--- config.mk ---
export PLATFORM = sky130hd
export DESIGN_NAME = tcw_merge
export DESIGN_NICKNAME = d
export VERILOG_FILES = /design/src/design/tcw_pkg.sv /design/src/design/tcw_merge.sv
export SDC_FILE = /design/constraint.sdc
export NUM_CORES = 1
export LEC_CHECK = 0
export ABC_AREA = 0
export BUFFER_PORTS_ARGS = -buffer_cell sky130_fd_sc_hd__buf_2
export CAP_MARGIN = 5
export CORE_MARGIN = 2
export CORE_UTILIZATION = 33
export DETAILED_ROUTE_END_ITERATION = 10
export GPL_ROUTABILITY_DRIVEN = 0
export PLACE_DENSITY = 0.71
export SYNTH_ARGS = -nofsm -noshare
export SYNTH_HDL_FRONTEND = slang
export SYNTH_SLANG_ARGS = --single-unit
--- constraint.sdc ---
create_clock -name vclk -period 11.1
set_input_delay 2.775 -clock vclk [all_inputs]
set_output_delay 2.775 -clock vclk [all_outputs]
set_load 0.05 [all_outputs]
--- src/design/tcw_pkg.sv ---
// Shared types, palette tables and register codes for the text cell writer.
package tcw_pkg;

  // Lane and merge geometry: one lane per palette entry, merged in groups of four
  localparam int unsigned NumLanes   = 16;
  localparam int unsigned GroupSize  = 4;
  localparam int unsigned NumGroups  = NumLanes / GroupSize;

  localparam int unsigned DistW = 18;
  localparam int unsigned IdxW  = 4;

  typedef logic [DistW-1:0] dist_t;
  typedef logic [IdxW-1:0]  pal_idx_t;

  // Fixed 16-entry palette as 0xRRGGBB
  localparam logic [23:0] PALETTE [NumLanes] = '{
    24'h000000, 24'hAA0000, 24'h00AA00, 24'hAA5500,
    24'h0000AA, 24'hAA00AA, 24'h00AAAA, 24'hAAAAAA,
    24'h555555, 24'hFF5555, 24'h55FF55, 24'hFFFF55,
    24'h5555FF, 24'hFF55FF, 24'h55FFFF, 24'hFFFFFF
  };

  // Palette entry to text-mode color index
  localparam logic [3:0] TEXT_INDEX [NumLanes] = '{
    4'd0, 4'd4, 4'd2, 4'd6, 4'd1, 4'd5, 4'd3, 4'd7,
    4'd8, 4'd12, 4'd10, 4'd14, 4'd9, 4'd13, 4'd11, 4'd15
  };

  // Character substitution for codes outside one byte
  localparam logic [7:0] SUBST_CHAR = 8'h3F;

  // Configuration register indexes
  typedef enum logic [1:0] {
    CFG_COLUMNS     = 2'd0,
    CFG_ROWS        = 2'd1,
    CFG_ROW_PITCH   = 2'd2,
    CFG_BUFFER_BASE = 2'd3
  } cfg_reg_e;

  localparam logic [11:0] COLUMNS_RST     = 12'd80;
  localparam logic [11:0] ROWS_RST        = 12'd25;
  localparam logic [15:0] ROW_PITCH_RST   = 16'd160;
  localparam logic [31:0] BUFFER_BASE_RST = 32'd753664;

  typedef struct packed {
    logic [15:0] char_code;
    logic [11:0] column;
    logic [11:0] row;
    logic [23:0] fore_rgb;
    logic [23:0] back_rgb;
  } in_item_t;

  typedef struct packed {
    logic [31:0] cell_address;
    logic [15:0] cell_word;
  } out_item_t;

  // One palette candidate: its distance and palette index
  typedef struct packed {
    dist_t    distance;
    pal_idx_t idx;
  } cand_t;

endpackage

--- src/design/tcw_merge.sv ---
// Four-way minimum select; on a tie the earlier candidate wins.
module tcw_merge import tcw_pkg::*; (
  input  cand_t [GroupSize-1:0] cand_i,
  output cand_t                 best_o
);

  cand_t lo, hi;

  // Pairwise compare, then compare the two winners
  always_comb begin
    lo     = (cand_i[1].distance < cand_i[0].distance) ? cand_i[1] : cand_i[0];
    hi     = (cand_i[3].distance < cand_i[2].distance) ? cand_i[3] : cand_i[2];
    best_o = (hi.distance < lo.distance) ? hi : lo;
  end

endmodule

Yosys cells after proc, flatten, opt, wreduce, memory -nomap -nowiden:

Cells that the tools add are included.

* bits in latches: 0
* word-level logic and storage cells: 6
* RAM bits: 0
* bits in registers: 0
* input port bits: 88
* ROM bits: 0
* output and inout bits: 22
* memories: 0

* reductions and logical operators: 0
* multiplexer cells: 3
* $add $sub $neg: 0
* shifts and indexed selects: 0
* bitwise logic cells: 0
* div/mod/pow operators: 0
* multiply operators: 0
* order comparisons: 3
* equal/unequal tests: 0

Operators by type and width (number)
* $mux W22: 3
* $lt A18 B18 Y1: 3

Longest topological paths before layout:

Gate-level depths: netlist of run 1.

* depth in word-level cells: 4
* depth in mapped cells: 20
* mapped depth without buffers: 18

Least setup slack after synthesis of run 1:

No wires, ideal clock.

* path kind: input port to output port
* start point: input port cand_i[57] (netlist name)
* end point: output port best_o[0] (netlist name)
* stages: 19
* data required time: 8.325 ns
* arrival time: 6.795 ns
* path slack: 1.530 ns
* path buffers: 2
* cell sequence: inv_1 ha_1 nand4_1 nor3_1 o311ai_4 nand2_2 buf_2 mux2i_1 inv_1 ha_1 a21o_1 nand3_1 a21oi_1 a211oi_1 a211oi_1 a2111oi_2 o21a_4 buf_12 mux2i_1

RTL lines
* from (decl): RTL line tcw_merge.sv:3 `input cand_t [GroupSize-1:0] cand_i,`
* to (decl): RTL line tcw_merge.sv:4 `output cand_t best_o`

==> results of run 1 <==
logic make-up (layout without fill, tap and decap cells):
| logic type | count (synthesis) | count (layout) | synth area share [%] |
|---|---|---|---|
| buffers and inverters | 58 | 163 | 12.3 |
| multiplexers | 63 | 63 | 30.4 |
| AO/OA/AOI/OAI | 44 | 44 | 16.2 |
| AND/OR/NAND/NOR | 41 | 41 | 10.3 |
| adder cells (fa/ha/maj) | 51 | 51 | 30.8 |
power breakdown:
part           switching [mW]  internal (mW)  total [mW]
Clock                       0              0           0
Sequential                  0              0           0
Combinational           0.161         0.0820       0.243
Total                   0.161         0.0820       0.243
layout by cell type, fill, tap and decap left out, types with 2 or more instances in the layout:
cell type  synthesis  layout
nand2_1           13      13
o21ai_0            6       6
a221oi_1           2       2
mux2i_1           63      63
a211oi_1           5       5
nand3_1            8       8
a21o_1             3       3
buf_2              4     110
o311ai_4           2       2
a21oi_1           17      17
nand2b_1           2       2
and4_1             3       3
nor2_1             4       4
o21bai_1           2       2
inv_1             52      52
nand4_1            6       6
ha_1              51      51
final cells by class:
class / count / area share, %
Inverter: 52 / 7.32
Multi-Input combinational cell: 199 / 68.2
Timing Repair Buffer: 111 / 20.9
Tap cell: 75 / 3.52
layer usage:
metal  GRT usage (%)  up-vias  wire [um]
met5               0        -          0
met4               0        0          0
met3            1.39        0        367
met2            34.0       76       2990
met1            19.8      979       2550
li1                -     1137          -
critical path: cells and delay by family:
kind | cells | cell delay [ps]
buffers and inverters | 3 | 420
and+or+nand+nor | 3 | 950
AOI/OAI and AO/OA | 7 | 1830
adders and majority gates | 2 | 620
muxes | 2 | 730
how the worst max path moves through the flow:
stage	from	end	slack (ps)	depth (start not counted)
after CTS	cand_i[15]	best_o[19]	940	18
final	cand_i[20]	best_o[0]	980	17
after floorplan	cand_i[57]	best_o[0]	1530	19
after global routing	cand_i[15]	best_o[0]	570	18
after global placement	cand_i[11]	best_o[21]	1050	17
after detailed placement	cand_i[15]	best_o[21]	970	18
through the flow:
stage                     std cells  total power [mW]  setup WS, ps  instance area, um2  util, %
final                           437             0.243           982                2670     44.5
after CTS                       437             0.244           941                2670     44.5
after global routing            437             0.264           574                2670     44.5
after floorplan                 257             0.189          1530                2070        -
after detailed placement        437             0.243           973                2670     44.5
after global placement          437             0.240          1050                2670     44.5
synth_stat cells (all sizes together):
library cell,number
nor4,1
o211ai,1
mux2i,63
o21a,1
o21bai,2
nor3,2
inv,52
nand3,8
nor2,4
nand4,6
a21oi,17
o21ai,7
nand2b,2
a21bo,1
ha,51
and4,3
nand2,14
o311ai,2
and3,1
a211oi,5
a21o,3
a221oi,3
a32oi,1
a2111oi,1
buf,6
==> results.md, run 1 <==
* Worst Setup End Kind: primary output
* Post-synthesis cell type count at 30
* Maximum VDD drop at 0.0000787 V
* Synth Area per Inst at 8.07 um2
* DRT iter0 DRCs at 21
* Post-synthesis sequential area ratio at 0%
* RSZ-0062 raised after global routing: no
* Cts repair resizes at 0
* # Post-CTS Setup Buffers at 0
* Total of max-cap violations at 0
* Vias in the first global route at 2264
* Final period utilization at 91.2%
* ANT cells at 0
* WHS at 6050 ps
* Multi-input logic area at 1820 um2
* Area leader, netlist: ha_1
* CP Cell Sequence: buf_2 -> inv_1 -> ha_1 -> and4_1 -> a221oi_1 -> nand2_1 -> mux2i_1 -> ha_1 -> a21o_1 -> nand3_1 -> a21oi_1 -> a211oi_1 -> a211oi_1 -> a2111oi_2 -> o21a_4 -> mux2i_1 -> buf_2
* P_leak at 1.64 nW
* Initial core utilization at 34.6%
* Final slew viol count at 0
* # clk buffers at 0
* Register area at 0 um2
* Avg Vias per Cell at 5.02
* Setup TNS at 0 ps
* Syn Nets at 396
* Die Wd at 83.3 um
* Core area at 5990 um2
* Die Span Y at 83.3 um
* Pwr/cell area at 91.0 nW/um2
* Nets at 503
* # setup viols final at 0
* Worst-margin pin slew at 909 ps
* Crit Path Category: input port to primary output
* Routed vias at 2192
* Die area at 6940 um2
* Crit path arrival time at 7340 ps
* Ratio of cells with drive above 1 in the final layout at 32.6%
* Slowest stage delay, CP at 630 ps
* IO Port Bufs at 110
* Antenna-violating nets left at 0
* Worst relative slew slack at 39.2%
* Rows at 28
* Layout area overhead at 28.5%
* Dpl hpwl at 5.32 mm
* GRT Resource Usage Total at 16.7%
* WL per Instance at 13.5 um
* Critical path required time at 8330 ps
* Hold path depth at 4
* Hold Path End: best_o[2]
* Fin. Hold Viols at 0
* First-pass GRT wire length at 9.99 mm
* Ys Warns at 0
* Top-area cell type share of the netlist area at 30.8%
* Largest net degree at the start of global routing at 24
* FMAX at 0.0988 GHz
* Total grt overflow at 0
* Critical Path Start Type: input port
* Critical Path Fanout Max at 21
* Hold Startpoint: cand_i[24]
* Period minus WS final at 10120 ps
* Status: complete, no violations
* Synthesized area at 2070 um2
* Number of antenna violations at the first check in global routing at 0
* Hold Buf Count CTS at 0
* Hold Crit Class: input port to primary output
* Synth area leaders: ha_1 (31%), mux2i_1 (30%), inv_1 (9.4%), a21oi_1 (4.1%), o311ai_4 (2.5%)
* Seq cells at 0
* Post-Syn Instances at 257
* Pre-Repair DR Iteration Count at 4
* Crit-path slowest cell: nand2_1
* Routed Wire Length at 5.91 mm
* DR DRC count at 0
* Layout fillers at 626
* Top Ports at 110
Power figures use the tool's default switching activity.
==> run 2: changes to the inputs <==
--- a/config.mk
+++ b/config.mk
@@ -8,11 +8,11 @@
 export ABC_AREA = 0
 export BUFFER_PORTS_ARGS = -buffer_cell sky130_fd_sc_hd__buf_2
 export CAP_MARGIN = 5
-export CORE_MARGIN = 2
-export CORE_UTILIZATION = 33
+export CORE_MARGIN = 3
+export CORE_UTILIZATION = 42
 export DETAILED_ROUTE_END_ITERATION = 10
 export GPL_ROUTABILITY_DRIVEN = 0
-export PLACE_DENSITY = 0.71
+export PLACE_DENSITY = 0.85
 export SYNTH_ARGS = -nofsm -noshare
 export SYNTH_HDL_FRONTEND = slang
 export SYNTH_SLANG_ARGS = --single-unit
==> results.md, run 2 (same netlist as run 1, synthesis figures left out) <==
* Die Span Y at 76.3 um
* Final period utilization at 90.2%
* Dpl hpwl at 5.27 mm
* Nets at 503
* Die area at 5820 um2
* Crit path arrival time at 7230 ps
* Avg Vias per Cell at 5.19
* Worst Setup End Kind: primary output
* WHS at 6040 ps
* Hold path depth at 4
* Vias in the first global route at 2213
* FMAX at 0.0999 GHz
* Post-Route M1 WL at 2.48 mm
* Initial core utilization at 45.4%
* Number of antenna violations at the first check in global routing at 0
* CP dominant cell by count: a211oi_1
* Hold Buf Count CTS at 0
* ANT cells at 0
* Final slew viol count at 0
* Layout fillers at 454
* GRT Resource Usage Total at 19.0%
* Register area at 0 um2
* Slowest stage delay, CP at 470 ps
* Pwr/cell area at 91.4 nW/um2
* Crit Path Category: input port to primary output
* Period minus WS final at 10010 ps
* WL per Instance at 13.7 um
* DRT iter0 DRCs at 62
* Crit-path slowest cell: o21a_4
* Worst relative slew slack at 54.8%
* Antenna-violating nets left at 0
* Die Wd at 76.3 um
* Commonest non-fill, non-tap cell in the layout: buf_2
* Commonest non-fill, non-tap cells in the layout: buf_2 (110), mux2i_1 (63), inv_1 (52)
* # setup viols final at 0
* Top Ports at 110
* Rows at 24
* Routed Wire Length at 5.87 mm
* Seq cells at 0
* Largest net degree at the start of global routing at 24
* Layout area overhead at 27.9%
* Core area at 4560 um2
* Critical Path Start Type: input port
* Cts repair resizes at 0
* Hold Startpoint: cand_i[25]
* # clk buffers at 0
* Worst-margin pin slew at 675 ps
* Total grt overflow at 0
* Ratio of cells with drive above 1 in the final layout at 32.6%
* Top Metal Used: met4
* Fin. Hold Viols at 0
* RSZ-0062 raised after global routing: no
* DR DRC count at 0
* WL met3 at 418 um
* # Post-CTS Setup Buffers at 0
* CP Cell Sequence: buf_2 -> inv_1 -> ha_1 -> a211oi_1 -> o21bai_1 -> o311ai_4 -> nand2_2 -> mux2i_1 -> inv_1 -> ha_1 -> a21o_1 -> nand3_1 -> a21oi_1 -> a211oi_1 -> a211oi_1 -> a2111oi_2 -> o21a_4 -> mux2i_1 -> buf_2
* IO Port Bufs at 110
* Critical path required time at 8330 ps
* Hold Path End: best_o[3]
* First-pass GRT wire length at 9.52 mm
* P_leak at 1.64 nW
* Pre-Repair DR Iteration Count at 4
* Met2 routed WL at 2.94 mm
* Hold Crit Class: input port to primary output
* Routed vias at 2214
* Maximum VDD drop at 0.0000570 V
* Setup TNS at 0 ps
* Critical Path Fanout Max at 23
* Status: complete, no violations
* Total of max-cap violations at 0
==> run 2: critical path: cells and delay by family <==
kind | cells | cell delay [ps]
compound gates | 9 | 2120
mux | 2 | 700
fa+ha+maj | 2 | 620
buf+inv | 4 | 510
simple gates | 2 | 510
==> run 2: area by class of cell <==
class	count	area, um2	area share, %
Multi-Input combinational cell	199	1820	68.6
Timing Repair Buffer	111	558	21.0
Inverter	52	195	7.36
Tap cell	65	81.3	3.06
==> run 2: power by group <==
group          internal [mW]  switching, mW  leakage [nW]
Clock                      0              0             0
Combinational         0.0817          0.161          1.64
Sequential                 0              0             0
==> run 2: worst max-delay path by stage <==
stage                          start         end  slack [ps]  cells past startpoint
after CTS                 cand_i[59]  best_o[12]        1060                     19
after global placement    cand_i[64]  best_o[12]        1090                     18
after floorplan           cand_i[57]   best_o[0]        1530                     19
after global routing      cand_i[59]  best_o[12]         630                     19
after detailed placement  cand_i[61]  best_o[12]        1060                     19
final                     cand_i[55]  best_o[12]        1090                     19
==> run 2: through the flow <==
step	total power, mW	cell area, um2	util, %	std cells	worst slack, ps
finish	0.243	2650	58.1	427	1090
global route	0.262	2650	58.1	427	630
CTS	0.244	2650	58.1	427	1060
detailed placement	0.243	2650	58.1	427	1060
global placement	0.238	2650	58.1	427	1090
floorplan	0.189	2070	-	257	1530
==> run 2: layer usage <==
metal	GRT usage [%]	up-vias
met1	23.5	983
met5	0	-
met3	2.01	6
met4	1.45	0
met2	36.4	84
li1	-	1141
==> run 3: changes to the inputs <==
--- a/config.mk
+++ b/config.mk
@@ -8,11 +8,13 @@
 export ABC_AREA = 0
 export BUFFER_PORTS_ARGS = -buffer_cell sky130_fd_sc_hd__buf_2
 export CAP_MARGIN = 5
+export CELL_PAD_IN_SITES_DETAIL_PLACEMENT = 0
+export CELL_PAD_IN_SITES_GLOBAL_PLACEMENT = 1
 export CORE_MARGIN = 3
-export CORE_UTILIZATION = 42
+export CORE_UTILIZATION = 36
 export DETAILED_ROUTE_END_ITERATION = 10
 export GPL_ROUTABILITY_DRIVEN = 0
-export PLACE_DENSITY = 0.85
+export PLACE_DENSITY = 0.95
 export SYNTH_ARGS = -nofsm -noshare
 export SYNTH_HDL_FRONTEND = slang
 export SYNTH_SLANG_ARGS = --single-unit
==> constraint.sdc (replaced) <==
create_clock -name vclk -period 11.1
set_input_delay 2.775 -clock vclk [all_inputs]
set_output_delay 2.775 -clock vclk [all_outputs]
set_load 0.1 [all_outputs]
==> results.md, run 3 (same netlist as run 1, synthesis figures left out) <==
* Worst-margin pin slew at 687 ps
* IO Port Bufs at 110
* Placed insts at 434
* Hold Buf Count CTS at 0
* Avg Vias per Cell at 5.11
* Worst relative slew slack at 54.0%
* Slowest stage delay, CP at 490 ps
* Pwr/cell area at 120 nW/um2
* Fin cells at 434
* CP delay by family, top: compound AO/OA/AOI/OAI gates
* Critical path required time at 8330 ps
* Dpl hpwl at 5.14 mm
* Ratio of cells with drive above 1 in the final layout at 32.6%
* Top Ports at 110
* Fin worst setup slack at 1010 ps
* Buf/Inv on CP at 4
* Layout area overhead at 28.3%
* Layout fillers at 558
* Final slew viol count at 0
* Number of antenna violations at the first check in global routing at 0
* Vias in the first global route at 2046
* Commonest non-fill, non-tap cells in the layout: buf_2 (110), mux2i_1 (63), inv_1 (52)
* Sw Share at 74.6%
* DRT iter0 DRCs at 65
* DR DRC count at 0
* Crit Path Category: input port to primary output
* # setup viols final at 0
* ANT cells at 0
* Die Span Y at 81.9 um
* Worst Setup End Kind: primary output
* First-pass GRT wire length at 8.47 mm
* Sequential share of power at 0%
* Setup TNS at 0 ps
* Cts repair resizes at 0
* Clk pwr share at 0%
* GRT Resource Usage Total at 15.5%
* Crit path arrival time at 7320 ps
* Register area at 0 um2
* Sw power at 0.239 mW
* Status: complete, no violations
* FMAX at 0.0991 GHz
* Hold Crit Class: input port to primary output
* Routed Wire Length at 5.67 mm
* CP Cell Sequence: buf_2 -> inv_1 -> ha_1 -> and4_1 -> a221oi_1 -> nand2_2 -> mux2i_1 -> inv_1 -> ha_1 -> a21o_1 -> nand3_1 -> a21oi_1 -> a211oi_1 -> a211oi_1 -> a2111oi_2 -> o21a_4 -> mux2i_1 -> buf_2
* Routed vias at 2216
* WHS at 6140 ps
* Largest net degree at the start of global routing at 24
* Crit-path slowest cell: nand2_2
* # Post-CTS Setup Buffers at 0
* Antenna-violating nets left at 0
* Rows at 27
* RSZ-0062 raised after global routing: no
* Commonest non-fill, non-tap cell in the layout: buf_2
* Critical Path Start Type: input port
* Fin. Hold Viols at 0
* Core area at 5540 um2
* Seq cells at 0
* Power Internal at 0.0815 mW
* DP Worst Slack at 980 ps
* Final period utilization at 90.9%
* Combinational share of power at 100.0%
* Period minus WS final at 10090 ps
* Maximum VDD drop at 0.000134 V
* Total grt overflow at 0
* Total of max-cap violations at 0
* Die Wd at 81.9 um
* # clk buffers at 0
* Die area at 6710 um2
* P_leak at 1.64 nW
* Pre-Repair DR Iteration Count at 4
* WL per Instance at 13.1 um
* Finished Core Util at 48.1%
* Nets at 503
* Critical Path Fanout Max at 23
* Initial core utilization at 37.4%
[run 3: cell counts in the layout (fill, tap and decap cells not counted)]
No cell type changed its count.
[run 3: power by group through the flow]
stage,clock network (mW),logic (mW),registers (mW)
6_report,0,0.320,0
5_1_grt,0,0.340,0
4_1_cts,0,0.323,0
3_5_place_dp,0,0.321,0
3_3_place_gp,0,0.319,0
2_1_floorplan,0,0.268,0
[run 3: path summary, 6_finish.rpt]
kind        from    endpoint  slack (ps)  cells after the start
max   cand_i[64]  best_o[12]        1010                     18
min    cand_i[1]   best_o[1]        6140                      4
[run 3: metrics by stage]
stage / area [um2] / power [mW]
after floorplan: 2070 / 0.268
after global placement: 2660 / 0.319
after detailed placement: 2660 / 0.321
after CTS: 2660 / 0.323
after global routing: 2660 / 0.340
final: 2660 / 0.320
[run 3: layer usage]
| metal | share of wire (%) | vias to the layer above | wire length, um | track usage (%) |
|---|---|---|---|---|
| met4 | 0.32 | 0 | 18 | 0.664 |
| met5 | 0 | - | 0 | 0 |
| met2 | 49 | 94 | 2800 | 31.3 |
| met1 | 42 | 982 | 2360 | 18.6 |
| met3 | 8.6 | 2 | 487 | 0.877 |
| li1 | - | 1138 | - | - |
[run 3: final cells by class]
class / count / area, um2 / share of cell area, %
inverters: 52 / 195 / 7.33
multi-input cells: 199 / 1820 / 68.3
well taps: 72 / 90.1 / 3.38
repair buffers: 111 / 558 / 21.0
