--- src/design/tcw_pkg.sv ---
// Shared types, palette tables and register codes for the text cell writer.
package tcw_pkg;

  // Lane and merge geometry: one lane per palette entry, merged in groups of four
  localparam int unsigned NumLanes   = 16;
  localparam int unsigned GroupSize  = 4;
  localparam int unsigned NumGroups  = NumLanes / GroupSize;

  localparam int unsigned DistW = 18;
  localparam int unsigned IdxW  = 4;

  typedef logic [DistW-1:0] dist_t;
  typedef logic [IdxW-1:0]  pal_idx_t;

  // Fixed 16-entry palette as 0xRRGGBB
  localparam logic [23:0] PALETTE [NumLanes] = '{
    24'h000000, 24'hAA0000, 24'h00AA00, 24'hAA5500,
    24'h0000AA, 24'hAA00AA, 24'h00AAAA, 24'hAAAAAA,
    24'h555555, 24'hFF5555, 24'h55FF55, 24'hFFFF55,
    24'h5555FF, 24'hFF55FF, 24'h55FFFF, 24'hFFFFFF
  };

  // Palette entry to text-mode color index
  localparam logic [3:0] TEXT_INDEX [NumLanes] = '{
    4'd0, 4'd4, 4'd2, 4'd6, 4'd1, 4'd5, 4'd3, 4'd7,
    4'd8, 4'd12, 4'd10, 4'd14, 4'd9, 4'd13, 4'd11, 4'd15
  };

  // Character substitution for codes outside one byte
  localparam logic [7:0] SUBST_CHAR = 8'h3F;

  // Configuration register indexes
  typedef enum logic [1:0] {
    CFG_COLUMNS     = 2'd0,
    CFG_ROWS        = 2'd1,
    CFG_ROW_PITCH   = 2'd2,
    CFG_BUFFER_BASE = 2'd3
  } cfg_reg_e;

  localparam logic [11:0] COLUMNS_RST     = 12'd80;
  localparam logic [11:0] ROWS_RST        = 12'd25;
  localparam logic [15:0] ROW_PITCH_RST   = 16'd160;
  localparam logic [31:0] BUFFER_BASE_RST = 32'd753664;

  typedef struct packed {
    logic [15:0] char_code;
    logic [11:0] column;
    logic [11:0] row;
    logic [23:0] fore_rgb;
    logic [23:0] back_rgb;
  } in_item_t;

  typedef struct packed {
    logic [31:0] cell_address;
    logic [15:0] cell_word;
  } out_item_t;

  // One palette candidate: its distance and palette index
  typedef struct packed {
    dist_t    distance;
    pal_idx_t idx;
  } cand_t;

endpackage

--- src/design/tcw_lane.sv ---
// One palette lane: registered squared RGB distance of both colors to one entry.
module tcw_lane import tcw_pkg::*; (
  input  logic        clk_i,
  input  logic        en_i,
  input  logic [23:0] pal_rgb_i,
  input  logic [23:0] fore_rgb_i,
  input  logic [23:0] back_rgb_i,
  output dist_t       fore_dist_o,
  output dist_t       back_dist_o
);

  function automatic logic [15:0] chan_sq(input logic [7:0] a, input logic [7:0] b);
    logic [7:0] d;
    d = (a >= b) ? (a - b) : (b - a);
    return {8'b0, d} * {8'b0, d};
  endfunction

  function automatic dist_t color_dist(input logic [23:0] c, input logic [23:0] p);
    return {2'b0, chan_sq(c[23:16], p[23:16])}
         + {2'b0, chan_sq(c[15:8], p[15:8])}
         + {2'b0, chan_sq(c[7:0], p[7:0])};
  endfunction

  dist_t fore_dist_q, back_dist_q;

  // Capture distances when the stage advances
  always_ff @(posedge clk_i) begin
    if (en_i) begin
      fore_dist_q <= color_dist(fore_rgb_i, pal_rgb_i);
      back_dist_q <= color_dist(back_rgb_i, pal_rgb_i);
    end
  end

  assign fore_dist_o = fore_dist_q;
  assign back_dist_o = back_dist_q;

endmodule

--- config.mk ---
export PLATFORM = sky130hd
export DESIGN_NAME = tcw_lane
export DESIGN_NICKNAME = d
export VERILOG_FILES = /design/src/design/tcw_pkg.sv /design/src/design/tcw_lane.sv
export SDC_FILE = /design/constraint.sdc
export NUM_CORES = 1
export LEC_CHECK = 0
export BUFFER_PORTS_ARGS = -buffer_cell sky130_fd_sc_hd__buf_2
export CORE_MARGIN = 2
export CORE_UTILIZATION = 30
export DETAILED_ROUTE_END_ITERATION = 7
export PLACE_DENSITY = 0.55
export SLEW_MARGIN = 20
export SYNTH_ARGS = -nofsm -noshare
export SYNTH_HDL_FRONTEND = slang
export SYNTH_SLANG_ARGS = --single-unit
--- constraint.sdc ---
create_clock -name clk_i -period 16.1 [get_ports clk_i]
set_input_delay 3.22 -clock clk_i [delete_from_list [all_inputs] [get_ports clk_i]]
set_output_delay 3.22 -clock clk_i [all_outputs]
set_load 0.02 [all_outputs]
== Word-level counts from Yosys, hierarchy flattened ==
Index checks and enable logic that the tools add are counted.

* Add/sub/neg operators: 16
* Order comparisons: 6
* Multipliers: 6
* Multiplexer cells: 6

{| class="wikitable"
|+ Operators with widths
! kind !! count
|-
| $mul A8 B8 Y16 || 6
|-
| $sub A8 B8 Y8 || 12
|-
| $ge A8 B8 Y1 || 6
|-
| $mux W8 || 6
|-
| $add A17 B16 Y18 || 2
|-
| $add A16 B16 Y17 || 2
|}

* Word-level logic and storage cells: 36
* Output and inout bits: 36
* Register bits after elaboration: 36

== Logic depth before layout (Yosys ltp) ==
Gate-level depths: netlist of the first run.

* Depth in word-level cells: 5
* Gate-level depth with buffers: 35
* Depth with buffers taken out: 34

== Worst setup path before layout of the first run ==
OpenSTA, ideal clock, no wires.

* Path type: input -> register
* Start: input back_rgb_i[0]
* End: register back_dist_q[15], in the netlist back_dist_o[15], data pin
* Setup slack: 4.954 ns
* Stages on the path: 29
* Data required time: 15.905 ns
* Data arrival time: 10.951 ns
* Path through: inv_1 ha_1 inv_1 fa_1 a21o_1 a211o_1 a221oi_4 mux2i_1 xor2_1 nor2_1 fa_1 inv_1 fa_1 inv_1 fa_1 fa_1 fa_1 fa_1 inv_1 fa_1 inv_1 ha_1 o21a_1 o31a_1 a31o_2 a31o_2 and2_1 or4_1 o311ai_0

* Longest elaborated chain between the ends: 4

{| class="wikitable"
|+ Ends and longest elaborated chain
! item !! line !! text
|-
| start: declaration || tcw_lane.sv:7 || <nowiki>input logic [23:0] back_rgb_i,</nowiki>
|-
| $sub A8 B8 Y8 / $ge A8 B8 Y1 (equally long branches) || tcw_lane.sv:14 || <nowiki>d = (a >= b) ? (a - b) : (b - a);</nowiki>
|-
| $mux W8 * || tcw_lane.sv:14 ||
|-
| $mul A8 B8 Y16 * || tcw_lane.sv:15 || <nowiki>return {8'b0, d} * {8'b0, d};</nowiki>
|-
| $add A17 B16 Y18 * || tcw_lane.sv:21 || <nowiki>+ {2'b0, chan_sq(c[7:0], p[7:0])};</nowiki>
|-
| end signal: assignment || tcw_lane.sv:30 || <nowiki>back_dist_q <= color_dist(back_rgb_i, pal_rgb_i);</nowiki>
|-
| end: declaration || tcw_lane.sv:24 || <nowiki>dist_t fore_dist_q, back_dist_q;</nowiki>
|}

Every way passes the cells marked *; elsewhere a longest branch is shown, timed or not.
A chain may end at the register's enable or synchronous reset.

== Final worst setup path of the first run ==
* Start: input pal_rgb_i[1]
* End: register back_dist_q[14], in the netlist back_dist_o[14], data pin

* Longest elaborated chain between the ends: 4

{| class="wikitable"
|+ Ends and longest elaborated chain
! item !! line !! text
|-
| start: declaration || tcw_lane.sv:5 || <nowiki>input logic [23:0] pal_rgb_i,</nowiki>
|-
| $sub A8 B8 Y8 / $ge A8 B8 Y1 (equally long branches) || tcw_lane.sv:14 ||
|-
| $mux W8 * || tcw_lane.sv:14 ||
|-
| $mul A8 B8 Y16 * || tcw_lane.sv:15 ||
|-
| $add A17 B16 Y18 * || tcw_lane.sv:21 ||
|}

Marks and branches as above.

==> flow_summary.json, run 1 <==
{
  "cts-root-buf": "clkbuf_16",
  "drc_errors": 0,
  "mostFrequentLayoutCells": "inv_1 (484), fa_1 (277), ha_1 (249)",
  "setup_violations": 0,
  "synth-compound-area-share": 0.1044,
  "fillCellCount": 5458,
  "syn_area_um2": 15900,
  "crit_fanout": 10,
  "die_area_um2": 54850,
  "fin_tns_setup_ns": 0,
  "avgSynthCellArea_um2": 9.073,
  "grt_pass1_wl_um": 65220,
  "final_common_cell": "inv_1",
  "ys.flop_type": "edfxtp_1",
  "std_cell_rows": 84,
  "critPathLaunchType": "primary input",
  "ys_types": 71,
  "synthXorXnorAreaFrac": 0.03920,
  "ys_top_cells_by_area": "fa_1 (35%), ha_1 (20%), inv_1 (11%)",
  "syn_to_final_growth_pct": 9.579,
  "drt_pass1_iterations": 5,
  "synth_nets": 2352,
  "ios": 110,
  "synth_top_area_cell": "fa_1",
  "worstSetupPathType": "in -> reg",
  "cts_hold_buf": 0,
  "clock_tree.buffer_depth": 2,
  "rsz0062_at_grt": "no",
  "register_area_um2": 1081,
  "multi_input_area_um2": 12880,
  "grt_start_max_net_pins": 37,
  "overflow": 0,
  "postCtsSetupBuffers": 0,
  "finalHoldViolations": 0,
  "clock-sinks": 36,
  "core_um2": 52450,
  "synth_top_family_by_area": "adder cells",
  "slew_headroom": 0.3241,
  "seq_area_frac_synth": 0.06800,
  "synth-edff-count": 36,
  "cts-resized-gates": 0,
  "drt_iter0_drc": 568,
  "synth_cells": 1752,
  "hpwlAfterDp_um": 35230,
  "hold_end": "back_dist_o[17]",
  "hold_class": "in -> reg",
  "muxShareOfSynthArea": 0.01858,
  "drt-vias-per-instance": 4.607,
  "drv_slew": 0,
  "die_x_um": 234.2,
  "ys_warn_count": 0,
  "drive_gt1_frac": 0.09081,
  "synth_adder_area_share": 0.5448,
  "timing.final.crit_share": 0.7405,
  "ys_ff_latch": 36,
  "worst_pin_slew_ns": 0.9856,
  "cp-end-kind": "register",
  "wl_um": 39590,
  "initial_core_util": 0.3031,
  "layout.nets": 2449,
  "portBuffers": 109,
  "ant_nets": 0,
  "clk_pin_slew_ns": 0.07,
  "max_cap_viol_count": 0,
  "track_usage": 0.1520,
  "cp_data_arrival_time_ns": 11.99,
  "async_reset_ff_frac": 0,
  "fin_crit_ns": 11.92,
  "wl_per_cell_um": 15.57,
  "cp_data_required_time_ns": 16.17,
  "fp.dieH_um": 234.2,
  "grt_antenna_before_repair": 12,
  "hold-path-cell-count": 1,
  "max_freq_mhz": 83.88,
  "cts_inserted_buffers": 5,
  "h-tree-depth": 2,
  "yosysTopAreaCellShare": 0.3488,
  "hp-start": "en_i",
  "status": "complete, no violations",
  "cts_tree": "done",
  "vias": 11712,
  "gp_congestion": 0.8635,
  "grt_pass1_vias": 12186,
  "synthSimpleGateAreaFrac": 0.1022
}
## layer usage
| metal | GRT usage | share of wire | vias up |
|---|---|---|---|
| met5 | 0 | 0.0013 | - |
| met4 | 0.03085 | 0.012 | 10 |
| met3 | 0.02335 | 0.051 | 37 |
| met2 | 0.2441 | 0.46 | 243 |
| met1 | 0.2162 | 0.47 | 5771 |
| li1 | - | - | 5651 |
## layout make-up
cell class	instances	share of cell area
clock inverters	3	0.001006
flip-flops and latches	36	0.06206
repair buffers	119	0.03577
clock buffers	5	0.007183
well taps	688	0.04942
multi-input cells	1201	0.7393
diodes	4	0.0005746
inverters	486	0.1047
## synthesized netlist by cell type (all sizes together), types with 3 or more instances
| cell | count |
|---|---|
| a211o | 7 |
| a211oi | 8 |
| a21boi | 6 |
| a21o | 35 |
| a21oi | 60 |
| a221oi | 7 |
| a311oi | 4 |
| a31o | 3 |
| a31oi | 9 |
| and2 | 11 |
| and3 | 7 |
| and4 | 5 |
| buf | 10 |
| clkbuf | 19 |
| edfxtp | 36 |
| fa | 277 |
| ha | 249 |
| inv | 485 |
| mux2i | 28 |
| nand2 | 47 |
| nand2b | 45 |
| nand3 | 11 |
| nand4 | 4 |
| nor2 | 153 |
| nor2b | 16 |
| nor3 | 9 |
| o211a | 3 |
| o211ai | 8 |
| o21a | 7 |
| o21ai | 40 |
| o21bai | 15 |
| o22ai | 6 |
| o41ai | 3 |
| or2 | 20 |
| or4 | 3 |
| xnor2 | 50 |
| xor2 | 16 |
## stage by stage
step	hold slack, ns	util	area [um2]	setup slack (ns)	instances
floorplan	3.333	-	15900	4.954	1752
global placement	3.664	0.3289	17250	3.933	2530
detailed placement	3.662	0.3290	17260	3.764	2530
CTS	3.723	0.3318	17400	4.106	2538
global route	3.470	0.3320	17410	3.684	2539
finish	3.447	0.3321	17420	4.179	2542
## sequential cells by signal, summed over array words and instances, names as in the netlist
| signal | count |
|---|---|
| fore_dist_o | 18 |
| back_dist_o | 18 |
## logic make-up (layout without fill, tap and decap cells)
family / Yosys count / count (layout)
adders and majority gates: 526 / 526
buffers and inverters: 515 / 613
and+or+nand+nor: 339 / 339
AOI/OAI and AO/OA: 241 / 241
xor gates and xnor gates: 66 / 66
DFF: 36 / 36
muxes: 29 / 29
other: 0 / 4
## worst max-delay path: stages
cell and delay, ns:
buf_2 0.16, inv_1 0.14, fa_1 0.46, a21o_1 0.21
a211o_1 0.33, a221oi_4 0.55, mux2i_1 0.28, xor2_1 0.75
nor2_1 0.18, fa_1 0.58, inv_1 0.07, fa_1 0.53
inv_1 0.05, fa_1 0.48, fa_1 0.61, fa_1 0.44
fa_1 0.50, inv_1 0.05, fa_1 0.47, inv_1 0.04
ha_1 0.31, o21a_1 0.20, o21ai_0 0.20, inv_1 0.10
a2111oi_0 0.64, o41ai_1 0.17, a21oi_1 0.20, xnor2_1 0.07
## how the worst max path moves through the flow
stage,from,end
finish,pal_rgb_i[1],back_dist_o[14]
CTS,pal_rgb_i[1],back_dist_o[14]
floorplan,back_rgb_i[0],back_dist_o[15]
global route,pal_rgb_i[1],back_dist_o[14]
detailed placement,pal_rgb_i[1],back_dist_o[14]
global placement,pal_rgb_i[1],back_dist_o[15]
Power of run 1 is not shown: default switching activity piles up to over one toggle a cycle in this logic, so the estimate is an artifact.
==> run 2, diff against run 1 <==
Clock period 16.1 ns to 11.5 ns, I/O delays scaled along.
==> flow_summary.json, run 2 (same netlist as run 1, synthesis figures left out) <==
{
  "drt-vias-per-instance": 4.588,
  "core_um2": 52450,
  "cts_inserted_buffers": 5,
  "wl_um": 40810,
  "hold_class": "in -> reg",
  "cts_hold_buf": 0,
  "drt_iter0_drc": 762,
  "postCtsSetupBuffers": 0,
  "clock-sinks": 36,
  "syn_to_final_growth_pct": 10.84,
  "max_stage_delay_ns": 0.55,
  "worstSetupPathType": "in -> reg",
  "finalHoldViolations": 0,
  "hpwlAfterDp_um": 36310,
  "ant_nets": 0,
  "final_common_cell": "inv_1",
  "grt_start_max_net_pins": 37,
  "fin_crit_ns": 10.89,
  "grt_antenna_before_repair": 10,
  "cts_tree": "done",
  "timing.final.crit_share": 0.9465,
  "portBuffers": 109,
  "layout.nets": 2473,
  "clock_tree.buffer_depth": 2,
  "cp_data_arrival_time_ns": 10.95,
  "critPathLaunchType": "primary input",
  "fin_tns_setup_ns": 0,
  "status": "complete, no violations",
  "cp-end-kind": "register",
  "cts-root-buf": "clkbuf_16",
  "crit_start": "pal_rgb_i[17]",
  "cp_data_required_time_ns": 11.56,
  "grt_pass1_vias": 12446,
  "ios": 110,
  "die_x_um": 234.2,
  "cts-resized-gates": 0,
  "gp_congestion": 0.8988,
  "cpMostUsedCell": "fa_1",
  "clk_pin_slew_ns": 0.08,
  "fp.dieH_um": 234.2,
  "critPathCapture": "fore_dist_o[16]",
  "max_cap_viol_count": 0,
  "drv_slew": 0,
  "drc_errors": 0,
  "max_freq_mhz": 91.87,
  "slew_headroom": 0.3285,
  "wl_per_cell_um": 15.91,
  "drive_gt1_frac": 0.1030,
  "h-tree-depth": 2,
  "worst_pin_slew_ns": 1.000,
  "mostFrequentLayoutCells": "inv_1 (484), fa_1 (277), ha_1 (249)",
  "overflow": 0,
  "crit_path_top_delay_cell": "fa_1",
  "rsz0062_at_grt": "no",
  "vias": 11769,
  "initial_core_util": 0.3031,
  "crit_fanout": 9,
  "std_cell_rows": 84,
  "setup_violations": 0,
  "grt_pass1_wl_um": 66570,
  "die_area_um2": 54850,
  "fillCellCount": 5438,
  "drt_pass1_iterations": 5,
  "track_usage": 0.1562
}
run 2: cell count changes in the layout (fill, tap and decap cells not counted), sizes merged:
| cell | change |
|---|---|
| clkinvlp | +1 |
| bufinv | +1 |
| inv | -1 |
| buf | +24 |
| diode | -1 |
| clkinv | -1 |
run 2: worst min path at each step:
stage / startpoint / to / cells after the start
6_report: en_i / fore_dist_o[9] / 2
5_1_grt: en_i / fore_dist_o[9] / 2
2_1_floorplan: en_i / back_dist_o[0] / 0
3_5_place_dp: back_dist_o[6] / back_dist_o[6] / 1
3_3_place_gp: back_dist_o[8] / back_dist_o[8] / 1
4_1_cts: en_i / fore_dist_o[9] / 2
run 2: area by class of cell:
class	instances	area, um2	area share
diodes	3	7.507	0.0004261
clock buffers	5	125.1	0.007101
repair buffers	143	800.8	0.04545
multi-input cells	1201	12880	0.7309
well taps	688	860.8	0.04886
inverters	486	1824	0.1035
flip-flops and latches	36	1081	0.06136
clock inverters	3	42.54	0.002414
run 2: routing by layer:
layer / track usage / wire, um / up-vias
li1: - / - / 5695
met1: 0.2236 / 19760 / 5766
met2: 0.2441 / 18030 / 260
met3: 0.02626 / 2136 / 38
met4: 0.03896 / 823 / 10
met5: 0 / 70 / -
run 2: critical path: cells and delay by family:
kind / cells / cell delay [ns]
xor gates and xnor gates: 2 / 0.69
and+or+nand+nor: 2 / 0.70
buffers and inverters: 7 / 1.00
adders and majority gates: 9 / 4.28
AOI/OAI and AO/OA: 8 / 1.76
muxes: 1 / 0.19
run 2: stage by stage:
stage	cell area, um2	hold slack (ns)	util	worst slack, ns	instances
6_report	17620	2.639	0.3360	0.6150	2565
5_1_grt	17620	2.672	0.3359	0.01090	2564
4_1_cts	17600	2.656	0.3355	0.5898	2562
3_5_place_dp	17430	2.748	0.3323	0.2582	2554
3_3_place_gp	17430	2.745	0.3323	0.3389	2554
2_1_floorplan	15900	2.413	-	1.274	1752
Power of run 2 is left out for the same reason.
==> run 3, diff against run 2 <==
--- a/config.mk
+++ b/config.mk
@@ -12,3 +12,3 @@
 export PLACE_DENSITY = 0.55
-export SLEW_MARGIN = 20
+export SLEW_MARGIN = 10
 export SYNTH_ARGS = -nofsm -noshare
==> constraint.sdc (replaced) <==
create_clock -name clk_i -period 11.5 [get_ports clk_i]
set_input_delay 1.725 -clock clk_i [delete_from_list [all_inputs] [get_ports clk_i]]
set_output_delay 1.725 -clock clk_i [all_outputs]
set_load 0.02 [all_outputs]
==> flow_summary.json, run 3 (same netlist as run 1, synthesis figures left out) <==
{
  "crit_fanout": 10,
  "hp-start": "en_i",
  "grt_start_max_net_pins": 37,
  "gp_congestion": 0.8809,
  "die_x_um": 234.2,
  "cts_inserted_buffers": 5,
  "drt_pass1_iterations": 5,
  "cts_tree": "done",
  "fin_crit_ns": 10.22,
  "std_cell_rows": 84,
  "hpwlAfterDp_um": 35690,
  "cp_data_required_time_ns": 11.56,
  "ios": 110,
  "vias": 11854,
  "grt_antenna_before_repair": 9,
  "initial_core_util": 0.3031,
  "fin_tns_setup_ns": 0,
  "max_freq_mhz": 97.81,
  "wl_um": 40410,
  "finalHoldViolations": 0,
  "drt_iter0_drc": 679,
  "hold-path-cell-count": 2,
  "critPathLaunchType": "primary input",
  "layout.nets": 2462,
  "cp_data_arrival_time_ns": 10.28,
  "cpMostUsedCell": "fa_1",
  "crit_path_top_delay_cell": "xor2_1",
  "cp-end-kind": "register",
  "cts_hold_buf": 0,
  "mostFrequentLayoutCells": "inv_1 (484), fa_1 (277), ha_1 (249)",
  "wl_per_cell_um": 15.82,
  "hold_class": "in -> reg",
  "hold_end": "fore_dist_o[12]",
  "overflow": 0,
  "track_usage": 0.1553,
  "clk_pin_slew_ns": 0.08,
  "ant_nets": 0,
  "post-place-cells": 2543,
  "core_um2": 52450,
  "syn_to_final_growth_pct": 10.24,
  "die_area_um2": 54850,
  "final_cells": 2555,
  "cts-resized-gates": 0,
  "portBuffers": 109,
  "worstSetupPathType": "in -> reg",
  "utilization": 0.3341,
  "fp.dieH_um": 234.2,
  "worst_pin_slew_ns": 1.048,
  "path_buf_inv": 7,
  "rsz0062_at_grt": "no",
  "h-tree-depth": 2,
  "drive_gt1_frac": 0.09662,
  "max_stage_delay_ns": 0.70,
  "slew_headroom": 0.2965,
  "cts-root-buf": "clkbuf_16",
  "critPathTopFamily": "adder cells",
  "drc_errors": 0,
  "status": "complete, no violations",
  "timing.final.crit_share": 0.8890,
  "clock-sinks": 36,
  "max_cap_viol_count": 0,
  "postCtsSetupBuffers": 0,
  "drt-vias-per-instance": 4.640,
  "grt_pass1_vias": 12486,
  "clock_tree.buffer_depth": 2,
  "drv_slew": 0,
  "setup_violations": 0,
  "crit_start": "pal_rgb_i[1]",
  "final_common_cell": "inv_1",
  "grt_pass1_wl_um": 66300
}
run 3: worst max path at each step:
stage	end	slack [ns]	cells after the start
final	back_dist_o[14]	1.28	28
after global routing	back_dist_o[14]	0.77	28
after CTS	back_dist_o[15]	1.30	27
after detailed placement	back_dist_o[14]	0.97	28
after global placement	back_dist_o[15]	1.17	29
after floorplan	back_dist_o[15]	1.85	29
run 3: per-layer routing:
metal,vias up,GRT usage,wire (um)
met3,42,0.02031,1991
met4,10,0.03778,716
met5,-,0,61
li1,5655,-,-
met1,5908,0.2289,20000
met2,239,0.2395,17640
run 3: final cells by class:
cell class	instances	area, um2
Antenna cell	4	10.01
Clock buffer	5	125.1
Clock inverter	3	42.54
Fill cell	5469	34920
Inverter	486	1824
Multi-Input combinational cell	1201	12860
Sequential cell	36	1081
Tap cell	688	860.8
Timing Repair Buffer	132	718.2
run 3: stage by stage:
stage	area [um2]	hold slack, ns	setup slack (ns)
after floorplan	15900	1.838	1.849
after global placement	17350	2.170	1.172
after detailed placement	17350	2.173	0.9729
after CTS	17510	2.080	1.301
after global routing	17520	2.102	0.7695
final	17520	2.064	1.276
Power of run 3 is left out for the same reason.
